<file path="src/rtl/apc_pkg.sv">
// ----------------------------------------------------------------------------
// apc_pkg
// Shared types and constant tables for the application port classifier.
// ----------------------------------------------------------------------------
package apc_pkg;

    localparam int PORT_W   = 16;
    localparam int CLASS_W  = 6;
    localparam int LEN_W    = 16;
    localparam int BYTE_W   = 8;
    localparam int PROTO_W  = 8;
    localparam int NUM_TCP  = 32;
    localparam int NUM_UDP  = 16;

    localparam logic [PROTO_W-1:0] PROTO_TCP = 8'd6;
    localparam logic [PROTO_W-1:0] PROTO_UDP = 8'd17;

    localparam logic [CLASS_W-1:0] CLASS_UNKNOWN = 6'd0;
    localparam logic [CLASS_W-1:0] CLASS_HTTP    = 6'd1;
    localparam logic [CLASS_W-1:0] CLASS_SSH     = 6'd4;
    localparam logic [CLASS_W-1:0] CLASS_SMTP    = 6'd6;
    localparam logic [CLASS_W-1:0] CLASS_MAX     = 6'd47;

    typedef logic [PORT_W-1:0]  t_port;
    typedef logic [CLASS_W-1:0] t_class;
    typedef logic [BYTE_W-1:0]  t_byte;

    // one classification outcome from either matcher
    typedef struct packed {
        logic   hit;
        t_class code;
    } t_match;

    localparam t_port TCP_PORTS [NUM_TCP] = '{
        16'd80,   16'd443,  16'd21,    16'd22,   16'd23,   16'd25,   16'd110,
        16'd143,  16'd993,  16'd995,   16'd3306, 16'd5432, 16'd3389,
        16'd1723, 16'd5900, 16'd5222,  16'd5223, 16'd5060, 16'd8080,
        16'd8443, 16'd6697, 16'd6667,  16'd27017, 16'd1433, 16'd3128,
        16'd5601, 16'd9200, 16'd9300,  16'd6379, 16'd11211, 16'd5672,
        16'd15672
    };

    // tcp codes run densely 1..32 in list order
    localparam t_class TCP_CODES [NUM_TCP] = '{
        6'd1,  6'd2,  6'd3,  6'd4,  6'd5,  6'd6,  6'd7,  6'd8,
        6'd9,  6'd10, 6'd11, 6'd12, 6'd13, 6'd14, 6'd15, 6'd16,
        6'd17, 6'd18, 6'd19, 6'd20, 6'd21, 6'd22, 6'd23, 6'd24,
        6'd25, 6'd26, 6'd27, 6'd28, 6'd29, 6'd30, 6'd31, 6'd32
    };

    localparam t_port UDP_PORTS [NUM_UDP] = '{
        16'd53,   16'd67,   16'd68,   16'd69,   16'd123,  16'd161,
        16'd162,  16'd500,  16'd514,  16'd1194, 16'd1701, 16'd1812,
        16'd1813, 16'd4500, 16'd5353, 16'd5060
    };

    // sip shares its code with the tcp entry
    localparam t_class UDP_CODES [NUM_UDP] = '{
        6'd33, 6'd34, 6'd35, 6'd36, 6'd37, 6'd38, 6'd39, 6'd40,
        6'd41, 6'd42, 6'd43, 6'd44, 6'd45, 6'd46, 6'd47, 6'd18
    };

endpackage

</file>
<file path="src/rtl/apc_port_match.sv">
// ----------------------------------------------------------------------------
// apc_port_match
// Priority match of source and destination port against the tcp or udp list.
// ----------------------------------------------------------------------------
module apc_port_match (
    input  logic [apc_pkg::PROTO_W-1:0] i_ip_protocol,
    input  apc_pkg::t_port              i_source_port,
    input  apc_pkg::t_port              i_dest_port,
    output apc_pkg::t_match             o_match
);

    logic [apc_pkg::NUM_TCP-1:0] tcp_hit;
    logic [apc_pkg::NUM_UDP-1:0] udp_hit;
    apc_pkg::t_match             tcp_sel;
    apc_pkg::t_match             udp_sel;

    always_comb begin
        for (int i = 0; i < apc_pkg::NUM_TCP; i++) begin
            tcp_hit[i] = (apc_pkg::TCP_PORTS[i] == i_source_port) ||
                         (apc_pkg::TCP_PORTS[i] == i_dest_port);
        end
        for (int i = 0; i < apc_pkg::NUM_UDP; i++) begin
            udp_hit[i] = (apc_pkg::UDP_PORTS[i] == i_source_port) ||
                         (apc_pkg::UDP_PORTS[i] == i_dest_port);
        end
    end

    // walk from the back so the earliest listed hit wins
    always_comb begin
        tcp_sel = '{hit: 1'b0, code: apc_pkg::CLASS_UNKNOWN};
        for (int i = apc_pkg::NUM_TCP - 1; i >= 0; i--) begin
            if (tcp_hit[i]) begin
                tcp_sel = '{hit: 1'b1, code: apc_pkg::TCP_CODES[i]};
            end
        end
        udp_sel = '{hit: 1'b0, code: apc_pkg::CLASS_UNKNOWN};
        for (int i = apc_pkg::NUM_UDP - 1; i >= 0; i--) begin
            if (udp_hit[i]) begin
                udp_sel = '{hit: 1'b1, code: apc_pkg::UDP_CODES[i]};
            end
        end
    end

    always_comb begin
        if (i_ip_protocol == apc_pkg::PROTO_TCP) begin
            o_match = tcp_sel;
        end else if (i_ip_protocol == apc_pkg::PROTO_UDP) begin
            o_match = udp_sel;
        end else begin
            o_match = '{hit: 1'b0, code: apc_pkg::CLASS_UNKNOWN};
        end
    end

endmodule

</file>
<file path="src/rtl/apc_sig_match.sv">
// ----------------------------------------------------------------------------
// apc_sig_match
// Leading payload byte signature check, bounded by the payload length.
// ----------------------------------------------------------------------------
module apc_sig_match (
    input  logic [apc_pkg::LEN_W-1:0] i_payload_len,
    input  apc_pkg::t_byte            i_payload_b0,
    input  apc_pkg::t_byte            i_payload_b1,
    input  apc_pkg::t_byte            i_payload_b2,
    input  apc_pkg::t_byte            i_payload_b3,
    input  apc_pkg::t_byte            i_payload_b4,
    output apc_pkg::t_match           o_match
);

    logic len_ge4;
    logic len_ge5;
    logic sig_get;
    logic sig_post;
    logic sig_http;
    logic sig_ssh;
    logic sig_smtp;

    assign len_ge4 = (i_payload_len >= apc_pkg::LEN_W'(4));
    assign len_ge5 = (i_payload_len >= apc_pkg::LEN_W'(5));

    // "GET "
    assign sig_get  = len_ge4 && i_payload_b0 == 8'h47 && i_payload_b1 == 8'h45 &&
                      i_payload_b2 == 8'h54 && i_payload_b3 == 8'h20;
    // "POST "
    assign sig_post = len_ge5 && i_payload_b0 == 8'h50 && i_payload_b1 == 8'h4F &&
                      i_payload_b2 == 8'h53 && i_payload_b3 == 8'h54 &&
                      i_payload_b4 == 8'h20;
    // "HTTP/"
    assign sig_http = len_ge5 && i_payload_b0 == 8'h48 && i_payload_b1 == 8'h54 &&
                      i_payload_b2 == 8'h54 && i_payload_b3 == 8'h50 &&
                      i_payload_b4 == 8'h2F;
    // "SSH-"
    assign sig_ssh  = len_ge4 && i_payload_b0 == 8'h53 && i_payload_b1 == 8'h53 &&
                      i_payload_b2 == 8'h48 && i_payload_b3 == 8'h2D;
    // "SMTP"
    assign sig_smtp = len_ge4 && i_payload_b0 == 8'h53 && i_payload_b1 == 8'h4D &&
                      i_payload_b2 == 8'h54 && i_payload_b3 == 8'h50;

    always_comb begin
        if (sig_get || sig_post || sig_http) begin
            o_match = '{hit: 1'b1, code: apc_pkg::CLASS_HTTP};
        end else if (sig_ssh) begin
            o_match = '{hit: 1'b1, code: apc_pkg::CLASS_SSH};
        end else if (sig_smtp) begin
            o_match = '{hit: 1'b1, code: apc_pkg::CLASS_SMTP};
        end else begin
            o_match = '{hit: 1'b0, code: apc_pkg::CLASS_UNKNOWN};
        end
    end

endmodule

</file>
<file path="src/rtl/app_protocol_port_classifier.sv">
// ----------------------------------------------------------------------------
// app_protocol_port_classifier
// Maps one packet header to an application class by port list, then by
// leading payload signature.
// ----------------------------------------------------------------------------
// the input register loads at the input transfer and the result register loads
//   from it when the output advances
// one header per clock while the output is not stalled; the port compare and
//   signature logic sit in a single stage between the two registers
// a stalled output holds its result while the input register can still fill
// reset clears both valid flags; payload registers are not reset
module app_protocol_port_classifier (
    input  logic                          i_clk,
    input  logic                          i_rst_n,
    input  logic                          i_in_valid,
    output logic                          o_in_ready,
    input  logic [apc_pkg::PROTO_W-1:0]   i_ip_protocol,
    input  logic [apc_pkg::PORT_W-1:0]    i_source_port,
    input  logic [apc_pkg::PORT_W-1:0]    i_dest_port,
    input  logic [apc_pkg::LEN_W-1:0]     i_payload_len,
    input  logic [apc_pkg::BYTE_W-1:0]    i_payload_b0,
    input  logic [apc_pkg::BYTE_W-1:0]    i_payload_b1,
    input  logic [apc_pkg::BYTE_W-1:0]    i_payload_b2,
    input  logic [apc_pkg::BYTE_W-1:0]    i_payload_b3,
    input  logic [apc_pkg::BYTE_W-1:0]    i_payload_b4,
    output logic                          o_out_valid,
    input  logic                          i_out_ready,
    output logic [apc_pkg::CLASS_W-1:0]   o_app_class,
    output logic                          o_by_payload
);

    logic                        r_in_valid;
    logic [apc_pkg::PROTO_W-1:0] r_ip_protocol;
    apc_pkg::t_port              r_source_port;
    apc_pkg::t_port              r_dest_port;
    logic [apc_pkg::LEN_W-1:0]   r_payload_len;
    apc_pkg::t_byte              r_payload_b0;
    apc_pkg::t_byte              r_payload_b1;
    apc_pkg::t_byte              r_payload_b2;
    apc_pkg::t_byte              r_payload_b3;
    apc_pkg::t_byte              r_payload_b4;

    logic                        r_out_valid;
    apc_pkg::t_class             r_app_class;
    logic                        r_by_payload;

    apc_pkg::t_match             port_res;
    apc_pkg::t_match             sig_res;
    apc_pkg::t_class             n_app_class;
    logic                        n_by_payload;
    logic                        advance;
    logic                        in_xfer;

    assign advance    = !r_out_valid || i_out_ready;
    assign o_in_ready = !r_in_valid || advance;
    assign in_xfer    = i_in_valid && o_in_ready;

    always_ff @(posedge i_clk) begin
        if (!i_rst_n) begin
            r_in_valid <= 1'b0;
        end else if (o_in_ready) begin
            r_in_valid <= i_in_valid;
        end
    end

    always_ff @(posedge i_clk) begin
        if (in_xfer) begin
            r_ip_protocol <= i_ip_protocol;
            r_source_port <= i_source_port;
            r_dest_port   <= i_dest_port;
            r_payload_len <= i_payload_len;
            r_payload_b0  <= i_payload_b0;
            r_payload_b1  <= i_payload_b1;
            r_payload_b2  <= i_payload_b2;
            r_payload_b3  <= i_payload_b3;
            r_payload_b4  <= i_payload_b4;
        end
    end

    apc_port_match u_port_match (
        .i_ip_protocol (r_ip_protocol),
        .i_source_port (r_source_port),
        .i_dest_port   (r_dest_port),
        .o_match       (port_res)
    );

    apc_sig_match u_sig_match (
        .i_payload_len (r_payload_len),
        .i_payload_b0  (r_payload_b0),
        .i_payload_b1  (r_payload_b1),
        .i_payload_b2  (r_payload_b2),
        .i_payload_b3  (r_payload_b3),
        .i_payload_b4  (r_payload_b4),
        .o_match       (sig_res)
    );

    // port match takes precedence over any payload signature
    always_comb begin
        if (port_res.hit) begin
            n_app_class  = port_res.code;
            n_by_payload = 1'b0;
        end else begin
            n_app_class  = sig_res.code;
            n_by_payload = sig_res.hit;
        end
    end

    always_ff @(posedge i_clk) begin
        if (!i_rst_n) begin
            r_out_valid <= 1'b0;
        end else if (advance) begin
            r_out_valid <= r_in_valid;
        end
    end

    always_ff @(posedge i_clk) begin
        if (advance && r_in_valid) begin
            r_app_class  <= n_app_class;
            r_by_payload <= n_by_payload;
        end
    end

    assign o_out_valid  = r_out_valid;
    assign o_app_class  = r_app_class;
    assign o_by_payload = r_by_payload;

endmodule

</file>
<file path="config.mk">
export PLATFORM = sky130hd
export DESIGN_NAME = app_protocol_port_classifier
export DESIGN_NICKNAME = d
export VERILOG_FILES = /design/src/rtl/apc_pkg.sv /design/src/rtl/apc_port_match.sv /design/src/rtl/apc_sig_match.sv /design/src/rtl/app_protocol_port_classifier.sv
export SDC_FILE = /design/constraint.sdc
export NUM_CORES = 1
export LEC_CHECK = 0
export BUFFER_PORTS_ARGS = -buffer_cell sky130_fd_sc_hd__buf_2
export CAP_MARGIN = 10
export CORE_MARGIN = 8
export CORE_UTILIZATION = 46
export DETAILED_ROUTE_END_ITERATION = 6
export GPL_TIMING_DRIVEN = 0
export PLACE_DENSITY_LB_ADDON = 0.15
export SLEW_MARGIN = 10
export SYNTH_ARGS = -nofsm -noshare
export SYNTH_HDL_FRONTEND = slang
export SYNTH_SLANG_ARGS = --single-unit
</file>
<file path="constraint.sdc">
create_clock -name i_clk -period 5.6 [get_ports i_clk]
set_input_delay 1.12 -clock i_clk [delete_from_list [all_inputs] [get_ports i_clk]]
set_output_delay 1.12 -clock i_clk [all_outputs]
set_load 0.005 [all_outputs]
</file>
# After elaboration in Yosys (flattened, before gate mapping)
# Index checks and enable logic that the tools add are counted.
[classes]
order_cmp = 2
n_eq_ne = 114
n_mux = 54
reduce_logical = 76
[op_table]
columns = ["operator", "n"]
rows = [
  ["$eq A13 B16 Y1 const A", 26],
  ["$mux W7", 53],
  ["$eq A11 B16 Y1 const A", 12],
  ["$eq A7 B16 Y1 const A", 12],
  ["$eq A14 B16 Y1 const A", 10],
  ["$eq A5 B16 Y1 const A", 8],
  ["$eq A8 B7 Y1 const B", 14],
  ["$eq A10 B16 Y1 const A", 6],
  ["$eq A12 B16 Y1 const A", 6],
  ["$eq A8 B16 Y1 const A", 6],
  ["$eq A9 B16 Y1 const A", 4],
  ["$logic_or A1 B1 Y1", 51],
  ["$eq A15 B16 Y1 const A", 2],
  ["$eq A6 B16 Y1 const A", 2],
  ["$eq A8 B6 Y1 const B", 4],
  ["$ge A16 B3 Y1 const B", 2],
  ["$logic_and A1 B1 Y1", 23],
  ["$eq A8 B3 Y1 const B", 1],
  ["$eq A8 B5 Y1 const B", 1],
  ["$mux W6", 1],
  ["$logic_not A1 Y1", 2],
]
[totals]
regBits = 105
input_bits = 100
output_inout_bits = 9
elab_cells = 259

# Depth between registers and ports, before layout
[depth]
word_depth = 36
ltp_mapped = 10

# Modules after synthesis
# Synthesis repeated with hierarchy kept, for this count alone.
[unflattened]
hier_cells = 597
hier_area_um2 = 6286.0
[modules_own_cells]
columns = ["mod", "instances", "cells_each", "area_each_um2"]
rows = [
  ["app_protocol_port_classifier", 1, 120, 3286.9],
  ["apc_port_match", 1, 416, 2598.7],
  ["apc_sig_match", 1, 61, 400.4],
]

# Least setup slack after synthesis
# No wires, ideal clock.
[synth_path]
kind = "input to register"
start = "input port i_out_ready"
end = "register r_dest_port[0] (enable)"
setup_ns = 0.465
arrival_ns = 3.509
required_ns = 5.135
path_slack_ns = 1.626
path_stages = 3
n_path_buf = 0
path_cell_list = "nor2b_1 > nand2_1 > and2_1"
[synth_between]
elab_chain_len = 3
[synth_rtl]
columns = ["element", "line", "text"]
rows = [
  ["start, declared", "app_protocol_port_classifier.sv:27", "input logic i_out_ready,"],
  ["$logic_or A1 B1 Y1", "app_protocol_port_classifier.sv:54", "assign advance = !r_out_valid || i_out_ready;"],
  ["$logic_or A1 B1 Y1", "app_protocol_port_classifier.sv:55", "assign o_in_ready = !r_in_valid || advance;"],
  ["named net o_in_ready", "app_protocol_port_classifier.sv:16", "output logic o_in_ready,"],
  ["$logic_and A1 B1 Y1", "app_protocol_port_classifier.sv:56", "assign in_xfer = i_in_valid && o_in_ready;"],
  ["named net in_xfer", "app_protocol_port_classifier.sv:52", "logic in_xfer;"],
  ["end signal, assigned", "app_protocol_port_classifier.sv:70", "r_dest_port <= i_dest_port;"],
  ["end, declared", "app_protocol_port_classifier.sv:35", "apc_pkg::t_port r_dest_port;"],
]
# The timed path passes the listed nets, and every way through them passes these cells.
# A chain may end at the register's enable or synchronous reset.

# Worst setup path after layout
[layout_path]
start = "register r_dest_port[3]"
end = "register r_app_class[0] (netlist: o_app_class[0]), data pin"
[layout_between]
elab_chain_len = 36
elab_cells_between_ends = 145
[layout_rtl]
columns = ["element", "line", "text"]
rows = [
  ["$eq A14 B16 Y1", "apc_port_match.sv:20", "(apc_pkg::TCP_PORTS[i] == i_dest_port);"],
  ["$logic_or A1 B1 Y1", "apc_port_match.sv:19", "tcp_hit[i] = (apc_pkg::TCP_PORTS[i] == i_source_port) ||"],
  ["$mux W7 (32 in series)", "apc_port_match.sv:32", "if (tcp_hit[i]) begin"],
  ["$mux W7 (*)", "apc_port_match.sv:45", "if (i_ip_protocol == apc_pkg::PROTO_TCP) begin"],
  ["$mux W6 (*)", "app_protocol_port_classifier.sv:99", "if (port_res.hit) begin"],
  ["named net n_app_class[0]", "app_protocol_port_classifier.sv:49", "apc_pkg::t_class n_app_class;"],
  ["end signal, assigned", "app_protocol_port_classifier.sv:118", "r_app_class <= n_app_class;"],
  ["end, declared", "app_protocol_port_classifier.sv:44", "apc_pkg::t_class r_app_class;"],
]
# The timed path passes the listed nets; every way through them passes the cells marked *.

==> metrics.cfg <==
[synthesis]
synth_nets = 813
yosys_most_used_dff = edfxtp_1
syn_area_mm2 = 0.00711
yosysWarnings = 0
synth-seq-cells = 105
synth_cells = 713
yosysSeqAreaShare = 0.441
async_flop_share = 0
synth-edff-count = 103
ys_types = 80
avgSynthCellArea_um2 = 9.97

[timing]
finalSetupTns_ns = 0
fmax_mhz = 218
hold_viol_final = 0
min_period_ns = 4.58
clock_skew_ns = 0.0141
finalSetupViolations = 0
finalWorstSetupSlack_ns = 1.02
worst_hold_slack_ns = 0.527
drv_slew = 0
fin_crit_sh = 0.817
relSlewSlack = 0.203
rsz0062_at_grt = no
tightestPinTransition_ns = 1.18

[layout]
fillCellCount = 1343
final_common_cell = buf_2
drive_gt1_frac = 0.221
area_growth_pct = 15.8
antenna_cells = 0
layout_common_cells = buf_2 (128), edfxtp_1 (103), nor2_1 (56)
nNetsFinal = 933
final_area_mm2 = 0.00823

[setup_path]
worst_setup_path_start_kind = flop
cp.required_ns = 5.81
end_kind = flop
worstSetupPathType = flop to flop
cp.arrival_ns = 4.79
critPathMaxFanout = 10

[drt]
wl_met1_um = 12300
top_layer_used = met5
drtAntennaViolNets = 0
wirelength_um = 29300
drc = 0
via_per_inst = 7.00
dr_total_vias = 7182
first_pass_iters = 6
wl_met3_um = 2930
route.met2.wl_um = 12800
drt_iter0_markers = 1042
wl_per_cell_um = 28.5

[clock_network]
post_cts_buffers = 0
path_clk_slew_ns = 0.07
cts_max_path_buffers = 2
cts_buffers = 9
clock_sinks = 105
clkLatencyLatePin_ns = 0.36
ctsResizeCount = 0
cts-htree-levels = 3
cts_tree = done
clockRootBuffer = clkbuf_16
cts_hold_buffers = 0

[placement]
pre_cts_slack_ns = 1.19
gp_congestion = 1.04
port_buffers = 108
hpwl_um = 23600
place_area_mm2 = 0.00793

[power]
clock_power_share = 0.350
p_leak_uw = 0.00263
peakVddDrop_mv = 0.178
power.density_mw_per_mm2 = 215
internal_power_uw = 1300
p_comb_frac = 0.115
pwr-share-seq = 0.535
swShare = 0.264
switching_power_uw = 467

[global_route]
grt_antenna_before_repair = 0
grt_usage = 0.292
grt_overflow = 0
grt_max_degree = 77
grt_pass1_wl_um = 43000
grt_pass1_vias = 6841

[run_status]
outcome = finished clean

[floorplanning]
fp.dieW_um = 140
dieArea_mm2 = 0.0197
core_mm2 = 0.0151
die_y_um = 140
start_util = 0.469
std_cell_rows = 45
ios = 109

[min_path]
hold_path.class = flop to flop

[run]
maxCapViolCount = 0

==> power by group through the flow <==
| stage | sequential, uW | combinational (uW) | clock, uW |
|---|---|---|---|
| after floorplan | 955 | 108 | 0 |
| after global placement | 961 | 192 | 0 |
| after detailed placement | 963 | 198 | 0 |
| after CTS | 945 | 198 | 631 |
| after global routing | 951 | 216 | 656 |
| final | 946 | 204 | 619 |
==> per-layer routing <==
metal,GRT usage,vias up
li1,-,3200
met1,0.393,3438
met2,0.439,471
met3,0.0673,71
met4,0.129,2
met5,0,-
==> cell families after synthesis <==
logic type,Yosys count,share of synthesized area
buffers and inverters,52,0.0324
flip-flops,105,0.441
AO/OA/AOI/OAI,133,0.150
AND/OR/NAND/NOR,423,0.377
==> synth_stat cells, types with 8 or more instances <==
library cell / n / area [um2]
nand3_1: 28 / 140
a21oi_1: 16 / 80.1
a41oi_1: 14 / 123
clkbuf_1: 20 / 75.1
nor3_1: 39 / 195
nand4_1: 23 / 144
and2_1: 8 / 50.1
a32oi_1: 11 / 96.3
edfxtp_1: 103 / 3090
buf_2: 20 / 100
or3_1: 8 / 50.1
nor4_1: 40 / 250
nand2_1: 53 / 199
nor4bb_1: 24 / 240
or4_1: 8 / 60.1
a31oi_1: 10 / 62.6
inv_1: 8 / 30.0
nand4b_1: 8 / 70.1
or4b_2: 15 / 150
nor2b_1: 18 / 113
nor4b_1: 18 / 158
nor2_1: 56 / 210
nand2b_1: 21 / 131
or4bb_1: 8 / 90.1
==> registers in the layout, indices dropped and copies added (netlist names) <==
signal,count
r_dest_port,16
r_payload_len,16
r_source_port,16
r_ip_protocol,8
r_payload_b0,8
r_payload_b1,8
r_payload_b2,8
r_payload_b3,8
r_payload_b4,8
o_app_class,6
o_by_payload,1
o_out_valid,1
r_in_valid,1
==> critical path: stages, from the launching register on <==
cell and delay (ns):
edfxtp_1 0.35, buf_2 0.19, clkbuf_1 0.35, nor4bb_1 0.91
and4_1 0.40, a41oi_1 0.11, o21ai_0 0.27, nand4b_1 0.37
a2111oi_0 1.05, o21ai_0 0.25, a21boi_1 0.17
==> final timing paths <==
kind,start,endpoint,slack [ns],cells after the start
min reg2reg,r_in_valid,o_out_valid,0.53,1
max reg2reg,r_dest_port[3],o_app_class[0],1.02,10
max,r_dest_port[3],o_app_class[0],1.02,10
min,r_in_valid,o_out_valid,0.53,1
==> layout make-up <==
class                           count  area [um2]  share of cell area
Buffer                             44         200              0.0243
Clock buffer                        9         225              0.0274
Clock inverter                      7        71.3             0.00867
Inverter                            8        30.0             0.00365
Multi-Input combinational cell    556        3770               0.458
Sequential cell                   105        3130               0.381
Tap cell                          188         235              0.0286
Timing Repair Buffer              109         568              0.0690
==> through the flow <==
| step | utilization | total power [uW] | cells |
|---|---|---|---|
| final | 0.543 | 1770 | 1026 |
| after global routing | 0.543 | 1820 | 1026 |
| after CTS | 0.543 | 1770 | 1026 |
| after detailed placement | 0.524 | 1160 | 1010 |
| after global placement | 0.521 | 1150 | 1009 |
| after floorplan | - | 1060 | 713 |
Note: power is estimated with default switching activity, not from simulation.
